**config.mk**
```make
export PLATFORM = sky130hd
export DESIGN_NAME = der_tlv_header_and_integer_encoder_unit
export DESIGN_NICKNAME = d
export VERILOG_FILES = /design/src/dtlv_pkg.sv /design/src/dtlv_encoder.sv /design/src/dtlv_serializer.sv /design/src/der_tlv_header_and_integer_encoder_unit.sv
export SDC_FILE = /design/constraint.sdc
export NUM_CORES = 1
export LEC_CHECK = 0
export BUFFER_PORTS_ARGS = -buffer_cell sky130_fd_sc_hd__buf_2
export CORE_AREA = 2 2 111 113
export CTS_CLUSTER_DIAMETER = 50
export CTS_CLUSTER_SIZE = 24
export DETAILED_ROUTE_END_ITERATION = 12
export DIE_AREA = 0 0 113 115
export GPL_TIMING_DRIVEN = 0
export PLACE_DENSITY = 0.86
export SYNTH_ARGS = -nofsm -noshare
export SYNTH_HDL_FRONTEND = slang
export SYNTH_SLANG_ARGS = --single-unit
export TNS_END_PERCENT = 5
```
**constraint.sdc**
```tcl
create_clock -name clk -period 3.1 [get_ports clk]
set_input_delay 0.62 -clock clk [delete_from_list [all_inputs] [get_ports clk]]
set_output_delay 0.62 -clock clk [all_outputs]
set_load 0.1 [all_outputs]
```
**src/dtlv_pkg.sv**
```systemverilog
package dtlv_pkg;

	// Widths of the input fields and of the packed slave-side data word.
	localparam int unsigned TAG_W      = 8;
	localparam int unsigned LEN_W      = 31;
	localparam int unsigned INT_W      = 32;
	localparam int unsigned IN_DATA_W  = 72;
	localparam int unsigned OUT_DATA_W = 8;

	// Longest encoding of one item, in bytes.
	localparam int unsigned MAX_BYTES = 6;

	typedef logic [2:0] byte_cnt_t;

	// Item modes.
	localparam logic MODE_HEADER  = 1'b0;
	localparam logic MODE_INTEGER = 1'b1;

	// DER constants.
	localparam logic [7:0] INTEGER_TAG    = 8'h02;
	localparam logic [7:0] SHORT_FORM_MAX = 8'h7f;
	localparam logic [7:0] LONG_FORM_BASE = 8'h80;

	typedef struct packed {
		logic signed [INT_W-1:0] integer_value;
		logic [LEN_W-1:0]        body_length;
		logic [TAG_W-1:0]        tag;
		logic                    mode;
	} item_t;

	// Encoded bytes in transmission order, entry 0 goes out first.
	typedef struct packed {
		logic [MAX_BYTES-1:0][7:0] bytes;
		byte_cnt_t                 count;
	} enc_seq_t;

endpackage

```
**src/dtlv_encoder.sv**
```systemverilog
module dtlv_encoder (
	input  dtlv_pkg::item_t    item,
	output dtlv_pkg::enc_seq_t seq
);
	import dtlv_pkg::*;

	logic [31:0] len_w;
	logic [31:0] mag;
	logic [2:0]  nb_len;
	logic [2:0]  nb_int;
	logic [2:0]  nb;
	logic [2:0]  pad;
	logic [31:0] src;
	logic [31:0] aligned;
	logic        short_form;

	assign len_w      = {1'b0, item.body_length};
	assign short_form = (len_w <= {24'd0, SHORT_FORM_MAX});

	// Fewest bytes for the unsigned length.
	always_comb begin
		if (len_w[31:24] != 8'd0) begin
			nb_len = 3'd4;
		end else if (len_w[23:16] != 8'd0) begin
			nb_len = 3'd3;
		end else if (len_w[15:8] != 8'd0) begin
			nb_len = 3'd2;
		end else begin
			nb_len = 3'd1;
		end
	end

	// A negative value has the same minimal width as its complement.
	assign mag = item.integer_value[31] ? ~item.integer_value : item.integer_value;

	always_comb begin
		if (mag[30:23] != 8'd0) begin
			nb_int = 3'd4;
		end else if (mag[22:15] != 8'd0) begin
			nb_int = 3'd3;
		end else if (mag[14:7] != 8'd0) begin
			nb_int = 3'd2;
		end else begin
			nb_int = 3'd1;
		end
	end

	assign nb  = (item.mode == MODE_INTEGER) ? nb_int : nb_len;
	assign src = (item.mode == MODE_INTEGER) ? item.integer_value : len_w;
	// Move the most significant byte in use to the top of the word.
	assign pad     = 3'd4 - nb;
	assign aligned = src << {pad, 3'b000};

	always_comb begin
		seq.bytes = '0;
		if (item.mode == MODE_INTEGER) begin
			seq.bytes[0] = INTEGER_TAG;
			seq.bytes[1] = {5'd0, nb};
			for (int k = 0; k < 4; k++) begin
				seq.bytes[k+2] = aligned[31-8*k -: 8];
			end
			seq.count = nb + 3'd2;
		end else if (short_form) begin
			seq.bytes[0] = item.tag;
			seq.bytes[1] = len_w[7:0];
			seq.count    = 3'd2;
		end else begin
			seq.bytes[0] = item.tag;
			seq.bytes[1] = LONG_FORM_BASE | {5'd0, nb};
			for (int k = 0; k < 4; k++) begin
				seq.bytes[k+2] = aligned[31-8*k -: 8];
			end
			seq.count = nb + 3'd2;
		end
		// Slots beyond the count are never sent; clear them for tidiness.
		for (int k = 0; k < MAX_BYTES; k++) begin
			if (3'(k) >= seq.count) begin
				seq.bytes[k] = 8'd0;
			end
		end
	end

endmodule

```
**src/dtlv_serializer.sv**
```systemverilog
module dtlv_serializer (
	input  logic               clk,
	input  logic               arst_n,
	input  logic               in_valid,
	output logic               in_ready,
	input  dtlv_pkg::enc_seq_t in_seq,
	output logic               m_tvalid,
	input  logic               m_tready,
	output logic [7:0]         m_tdata,
	output logic               m_tlast
);
	import dtlv_pkg::*;

	logic [MAX_BYTES-1:0][7:0] seq_q;
	byte_cnt_t                 cnt_q;
	logic                      take;
	logic                      load;

	assign take     = m_tvalid && m_tready;
	// The buffer can take a new sequence once its last byte is leaving.
	assign in_ready = (cnt_q == 3'd0) || (take && cnt_q == 3'd1);
	assign load     = in_ready && in_valid;

	assign m_tvalid = (cnt_q != 3'd0);
	assign m_tdata  = seq_q[0];
	assign m_tlast  = (cnt_q == 3'd1);

	always_ff @(posedge clk or negedge arst_n) begin
		if (!arst_n) begin
			cnt_q <= '0;
		end else if (load) begin
			cnt_q <= in_seq.count;
		end else if (take) begin
			cnt_q <= cnt_q - 3'd1;
		end
	end

	always_ff @(posedge clk) begin
		if (load) begin
			seq_q <= in_seq.bytes;
		end else if (take) begin
			for (int k = 0; k < MAX_BYTES - 1; k++) begin
				seq_q[k] <= seq_q[k+1];
			end
			seq_q[MAX_BYTES-1] <= 8'd0;
		end
	end

	a_cnt_range: assert property (@(posedge clk) disable iff (!arst_n)
		cnt_q <= 3'(MAX_BYTES))
		else $error("byte count beyond the longest encoding");

	a_load_count: assert property (@(posedge clk) disable iff (!arst_n)
		load |=> (cnt_q >= 3'd2) && (cnt_q <= 3'(MAX_BYTES)))
		else $error("loaded encoding has an impossible length");

	a_count_down: assert property (@(posedge clk) disable iff (!arst_n)
		(take && cnt_q > 3'd1) |=> cnt_q == $past(cnt_q) - 3'd1)
		else $error("byte count did not step down after a byte left");

	a_no_overwrite: assert property (@(posedge clk) disable iff (!arst_n)
		(cnt_q > 3'd1) |-> !in_ready)
		else $error("new encoding would overwrite unsent bytes");

endmodule

```
**src/der_tlv_header_and_integer_encoder_unit.sv**
```systemverilog
// DER header and INTEGER encoder. Each item on the slave side is one of two kinds,
// and s_tuser says which. Mode 0 is a tag plus body length. It becomes the tag byte
// followed by the DER definite length: short form up to 127, otherwise 0x81..0x84
// and one to four big-endian length bytes. Mode 1 is a signed 32-bit value. It
// becomes a complete INTEGER element: 0x02, a count byte, and the minimal
// two's-complement bytes, most significant first. The encoded bytes leave on
// the master side one per cycle while m_tready is held high, in transmission
// order, with tlast on the final byte of each item. An item yields two to six
// bytes; that byte-per-cycle output is what sets the rate. The input is held
// in one register stage, encoded by combinational logic, and loaded into a
// shift buffer in the same cycle the previous item's last byte is taken, so
// items follow each other on the output without a gap. When the pipeline is
// empty, an accepted item passes the input register and is then loaded into
// the shift buffer, whose first byte goes straight to the output.
module der_tlv_header_and_integer_encoder_unit (
	input  logic        clk,
	input  logic        arst_n,
	input  logic        s_tvalid,
	output logic        s_tready,
	// [7:0] tag, [38:8] body_length, [70:39] integer_value, [71] zero
	input  logic [71:0] s_tdata,
	// [0] mode
	input  logic        s_tuser,
	output logic        m_tvalid,
	input  logic        m_tready,
	// [7:0] out_byte
	output logic [7:0]  m_tdata,
	// last byte of the item's encoding
	output logic        m_tlast
);
	import dtlv_pkg::*;

	item_t    item_s1;
	logic     valid_s1;
	enc_seq_t seq;
	logic     ser_ready;

	// The input register advances whenever it is empty or its item moves on.
	assign s_tready = !valid_s1 || ser_ready;

	always_ff @(posedge clk or negedge arst_n) begin
		if (!arst_n) begin
			valid_s1 <= 1'b0;
		end else if (s_tready) begin
			valid_s1 <= s_tvalid;
		end
	end

	always_ff @(posedge clk) begin
		if (s_tready && s_tvalid) begin
			item_s1 <= item_t'({s_tdata[70:0], s_tuser});
		end
	end

	dtlv_encoder u_encoder (
		.item (item_s1),
		.seq  (seq)
	);

	dtlv_serializer u_serializer (
		.clk      (clk),
		.arst_n   (arst_n),
		.in_valid (valid_s1),
		.in_ready (ser_ready),
		.in_seq   (seq),
		.m_tvalid (m_tvalid),
		.m_tready (m_tready),
		.m_tdata  (m_tdata),
		.m_tlast  (m_tlast)
	);

	a_hold_until_taken: assert property (@(posedge clk) disable iff (!arst_n)
		(valid_s1 && !ser_ready) |=> valid_s1 && $stable(item_s1))
		else $error("held input item lost before the encoder took it");

	a_stall_blocks_input: assert property (@(posedge clk) disable iff (!arst_n)
		(valid_s1 && !ser_ready) |-> !s_tready)
		else $error("input accepted while the input register was full");

	a_empty_output: assert property (@(posedge clk) disable iff (!arst_n)
		(!m_tvalid && valid_s1) |-> ser_ready)
		else $error("idle output refused a waiting item");

endmodule

```
==> impl_metrics.sql <==
INSERT INTO impl_metrics (metric_group, metric, value, unit) VALUES
('logic_synthesis', 'yosysUniqueCellTypes', '55', ''),
('cts', 'cts-buffers-inserted', '17', ''),
('critical_path', 'cp_max_fo', '7', ''),
('power_and_ir_drop', 'p_leak', '2.829', 'nW'),
('floorplanning', 'chipWidth', '113', 'um'),
('cts', 'worst_path_clk_slew', '0.05', 'ns'),
('hold_path', 'min_from', 's_tdata[43]', ''),
('sta', 'timing.slew.headroom', '14.32', '%'),
('floorplanning', 'area_of_the_die', '0.01300', 'mm^2'),
('critical_path', 'regToRegStartpoint', 'item_s1[26]$_DFFE_PP_', ''),
('sta', 'final.setup.worst_slack', '-0.08399', 'ns'),
('place', 'detailed_place.area', '0.006550', 'mm^2'),
('sta', 'final_period_minus_worst_setup_slack', '3.184', 'ns'),
('logic_synthesis', 'async_flop_share', '3.226', '%'),
('logic_synthesis', 'synthAdderAreaFrac', '0.8441', '%'),
('hold_path', 'holdCritPathClass', 'input pin to flop', ''),
('global_routing', 'grt_usage', '25.29', '%'),
('drt', 'drc_errors', '6', ''),
('power_and_ir_drop', 'max-vdd-ir-drop', '600.5', 'uV'),
('critical_path', 'crit_required', '3.35', 'ns'),
('drt', 'vias_per_cell', '6.047', ''),
('sta', 'finalHoldWorstSlack', '0.3727', 'ns'),
('logic_synthesis', 'main_combinational_cell_family_by_area_after_synthesis', 'compound AO/OA/AOI/OAI gates', ''),
('place', 'globalplace.congestion', '0.9655', ''),
('sta', 'max_freq', '314.1', 'MHz'),
('critical_path', 'worstSetupStartpointType', 'flop', ''),
('drt', 'route.final.wire_length', '15890', 'um'),
('cts', 'number_of_h_tree_levels', '4', ''),
('logic_synthesis', 'mappedNetlistNets', '542', ''),
('critical_path', 'critical-path-top-delay-family', 'simple AND/OR/NAND/NOR gates', ''),
('drt', 'drt.antenna.violating_nets', '0', ''),
('sta', 'rsz0062_at_grt', 'yes', ''),
('logic_synthesis', 'synth-edff-count', '120', ''),
('final_layout', 'synthToLayoutAreaGrowth', '25.98', '%'),
('outcome', 'outcome', 'finished, violations left', ''),
('final_layout', 'nets', '666', ''),
('logic_synthesis', 'synth_compound_area_share', '14.05', '%'),
('sta', 'fin_crit_sh', '102.7', '%'),
('place', 'numPlacedInstances', '694', ''),
('global_routing', 'grt_pass1_vias', '4477', ''),
('critical_path', 'worstPathArrival', '3.44', 'ns'),
('sta', 'final.setup_skew', '0.007618', 'ns'),
('logic_synthesis', 'ys_top_cells_by_count', '120 x sky130_fd_sc_hd__edfxtp_1, 45 x sky130_fd_sc_hd__nand2_1, 22 x sky130_fd_sc_hd__nor3_1', ''),
('critical_path', 'crit_path_start', 'item_s1[26]$_DFFE_PP_', ''),
('sta', 'fin_max_slew_vios', '0', ''),
('global_routing', 'grt_overflow', '0', ''),
('logic_synthesis', 'synth_flop_cell', 'sky130_fd_sc_hd__edfxtp_1', ''),
('logic_synthesis', 'synth_simple_gate_area_share', '13.76', '%'),
('final_layout', 'drive_gt1_share', '33.56', '%'),
('critical_path', 'cp_buf_inv_count', '1', ''),
('drt', 'vias', '4493', ''),
('drt', 'number_of_drc_violations_after_detailed_routing_iteration_0', '405', ''),
('flow_run', 'drv.max_cap_violation_count', '0', ''),
('place', 'place_hpwl', '11160', 'um'),
('cts', 'clkLatencyLatePin', '0.42', 'ns'),
('critical_path', 'cp-end-kind', 'flop', ''),
('critical_path', 'timing_worst_setup_path_type', 'flop to flop', ''),
('drt', 'wire_per_inst', '21.39', 'um'),
('sta', 'setup-violations-final', '9', ''),
('final_layout', 'fin_cells', '743', ''),
('critical_path', 'crit_chain', 'or4_4 > buf_6 > nor4_4 > nor2_1 > a21oi_2 > ha_4 > a311oi_4 > nor3b_4 > nand2b_4 > o221ai_2', ''),
('floorplanning', 'chipHeight', '115', 'um'),
('cts', 'ctsLongestPathBuffers', '2', ''),
('outcome', 'failed_checks', 'DRC, setup timing', ''),
('logic_synthesis', 'largest_area_contributor_in_the_synthesized_netlist', 'sky130_fd_sc_hd__edfxtp_1', ''),
('cts', 'numClockSinks', '124', ''),
('logic_synthesis', 'post-synth-top-count-cell', 'sky130_fd_sc_hd__edfxtp_1', ''),
('logic_synthesis', 'synth_seq_area_share', '62.46', '%'),
('logic_synthesis', 'ff_latch_count_synth', '124', ''),
('logic_synthesis', 'synthesis.yosys.warnings', '0', ''),
('logic_synthesis', 'yosys.area_share.xor_xnor', '0', '%');
## final timing paths
path	endpoint	slack (ns)	cells past startpoint
setup reg to reg	u_serializer.seq_q[20]$_DFFE_PP_	-0.08	10
max in group asynchronous	u_serializer.cnt_q[2]$_DFFE_PN0P_	2.45	2
min in group asynchronous	u_serializer.cnt_q[1]$_DFFE_PN0P_	0.53	2
hold reg to reg	u_serializer.m_tdata[1]$_DFFE_PP_	0.51	2
hold / removal	item_s1[44]$_DFFE_PP_	0.37	1
setup / recovery	u_serializer.seq_q[20]$_DFFE_PP_	-0.08	10
## through the flow
stage	TNS, ns	total power [mW]	util (%)
2_1_floorplan	0	3.814	-
3_5_place_dp	-19.86	4.282	55.46
6_report	-0.4171	6.202	63.24
5_1_grt	-2.400	6.462	63.24
4_1_cts	0	6.127	62.33
3_3_place_gp	-15.97	4.230	55.44
## area by class of cell
class,instances,area (um^2)
inverters,13,51.30
fillers,902,4342
clock buffers,20,436.7
well taps,147,183.9
clock inverters,10,77.57
repair buffers,106,586.8
flip-flops and latches,124,3704
multi-input cells,289,2216
plain buffers,34,214.0
## power by group
part / switching, mW / internal [mW] / leakage (nW) / total, mW
combinational: 1.23 / 0.583 / 1.40 / 1.82
clock: 0.673 / 1.07 / 0.250 / 1.75
sequential: 0.209 / 2.43 / 1.18 / 2.64
total: 2.12 / 4.09 / 2.83 / 6.20
## cells by family after synthesis
logic type      after synthesis
flops                       124
compound gates              110
simple gates                149
mux                          26
fa+ha+maj                     4
buf+inv                      48
## metal layers
metal,share of wire [%],vias up,wire length (um),track usage (%)
li1,-,2068,-,-
met1,41,2157,6471,31.80
met2,49,237,7831,41.44
met3,7.5,31,1185,6.906
met4,2.6,0,406,11.14
met5,0,-,0,0
## cells in the final DEF (no fill, tap or decap), drive strengths merged, types with 2 or more instances in the layout
cell | synthesis | routed
nor2b | 3 | 3
or3 | 2 | 2
clkinvlp | 0 | 2
or4 | 4 | 4
and4 | 3 | 3
o211a | 2 | 2
ha | 4 | 4
nand2 | 46 | 46
a2bb2oi | 8 | 8
a31oi | 3 | 3
nor3 | 22 | 22
inv | 13 | 13
edfxtp | 120 | 120
nor4 | 10 | 10
and3 | 12 | 12
nor2 | 16 | 16
mux2i | 16 | 16
o21ai | 18 | 18
a22o | 4 | 4
o31ai | 11 | 11
nand4 | 4 | 4
nand2b | 2 | 2
a311o | 6 | 6
a32oi | 16 | 16
and2 | 4 | 4
a311oi | 2 | 2
a31o | 2 | 2
clkinv | 0 | 7
clkbuf | 16 | 35
o221ai | 7 | 7
dfrtp | 4 | 4
a21oi | 16 | 16
o211ai | 9 | 9
nand3b | 9 | 9
buf | 19 | 124
mux2 | 10 | 10
nor3b | 2 | 2
nand3 | 9 | 9
a211oi | 2 | 2
## worst reg2reg max path, delay by kind of cell (launching register included)
| family | cells | cell delay, ns |
|---|---|---|
| AO/OA/AOI/OAI | 3 | 0.67 |
| buffers and inverters | 1 | 0.14 |
| adder cells (fa/ha/maj) | 1 | 0.25 |
| flip-flops | 1 | 0.39 |
| AND/OR/NAND/NOR | 5 | 1.57 |
## registers in the layout, summed over array words and instances (netlist names)
name                  cells
u_serializer.seq_q       40
valid_s1                  1
u_serializer.m_tdata      8
item_s1                  72
u_serializer.cnt_q        3
## repair_timing
item	4_1_cts	5_1_grt
buffers inserted	19	0
hold buffers	1	0
pin swaps	14	11
hold endpoints to repair	4	0
endpoints found under the setup margin	32	19
gates cloned	0	0
resized for setup	31	13
No activity file was read; power rests on OpenSTA's default activity.
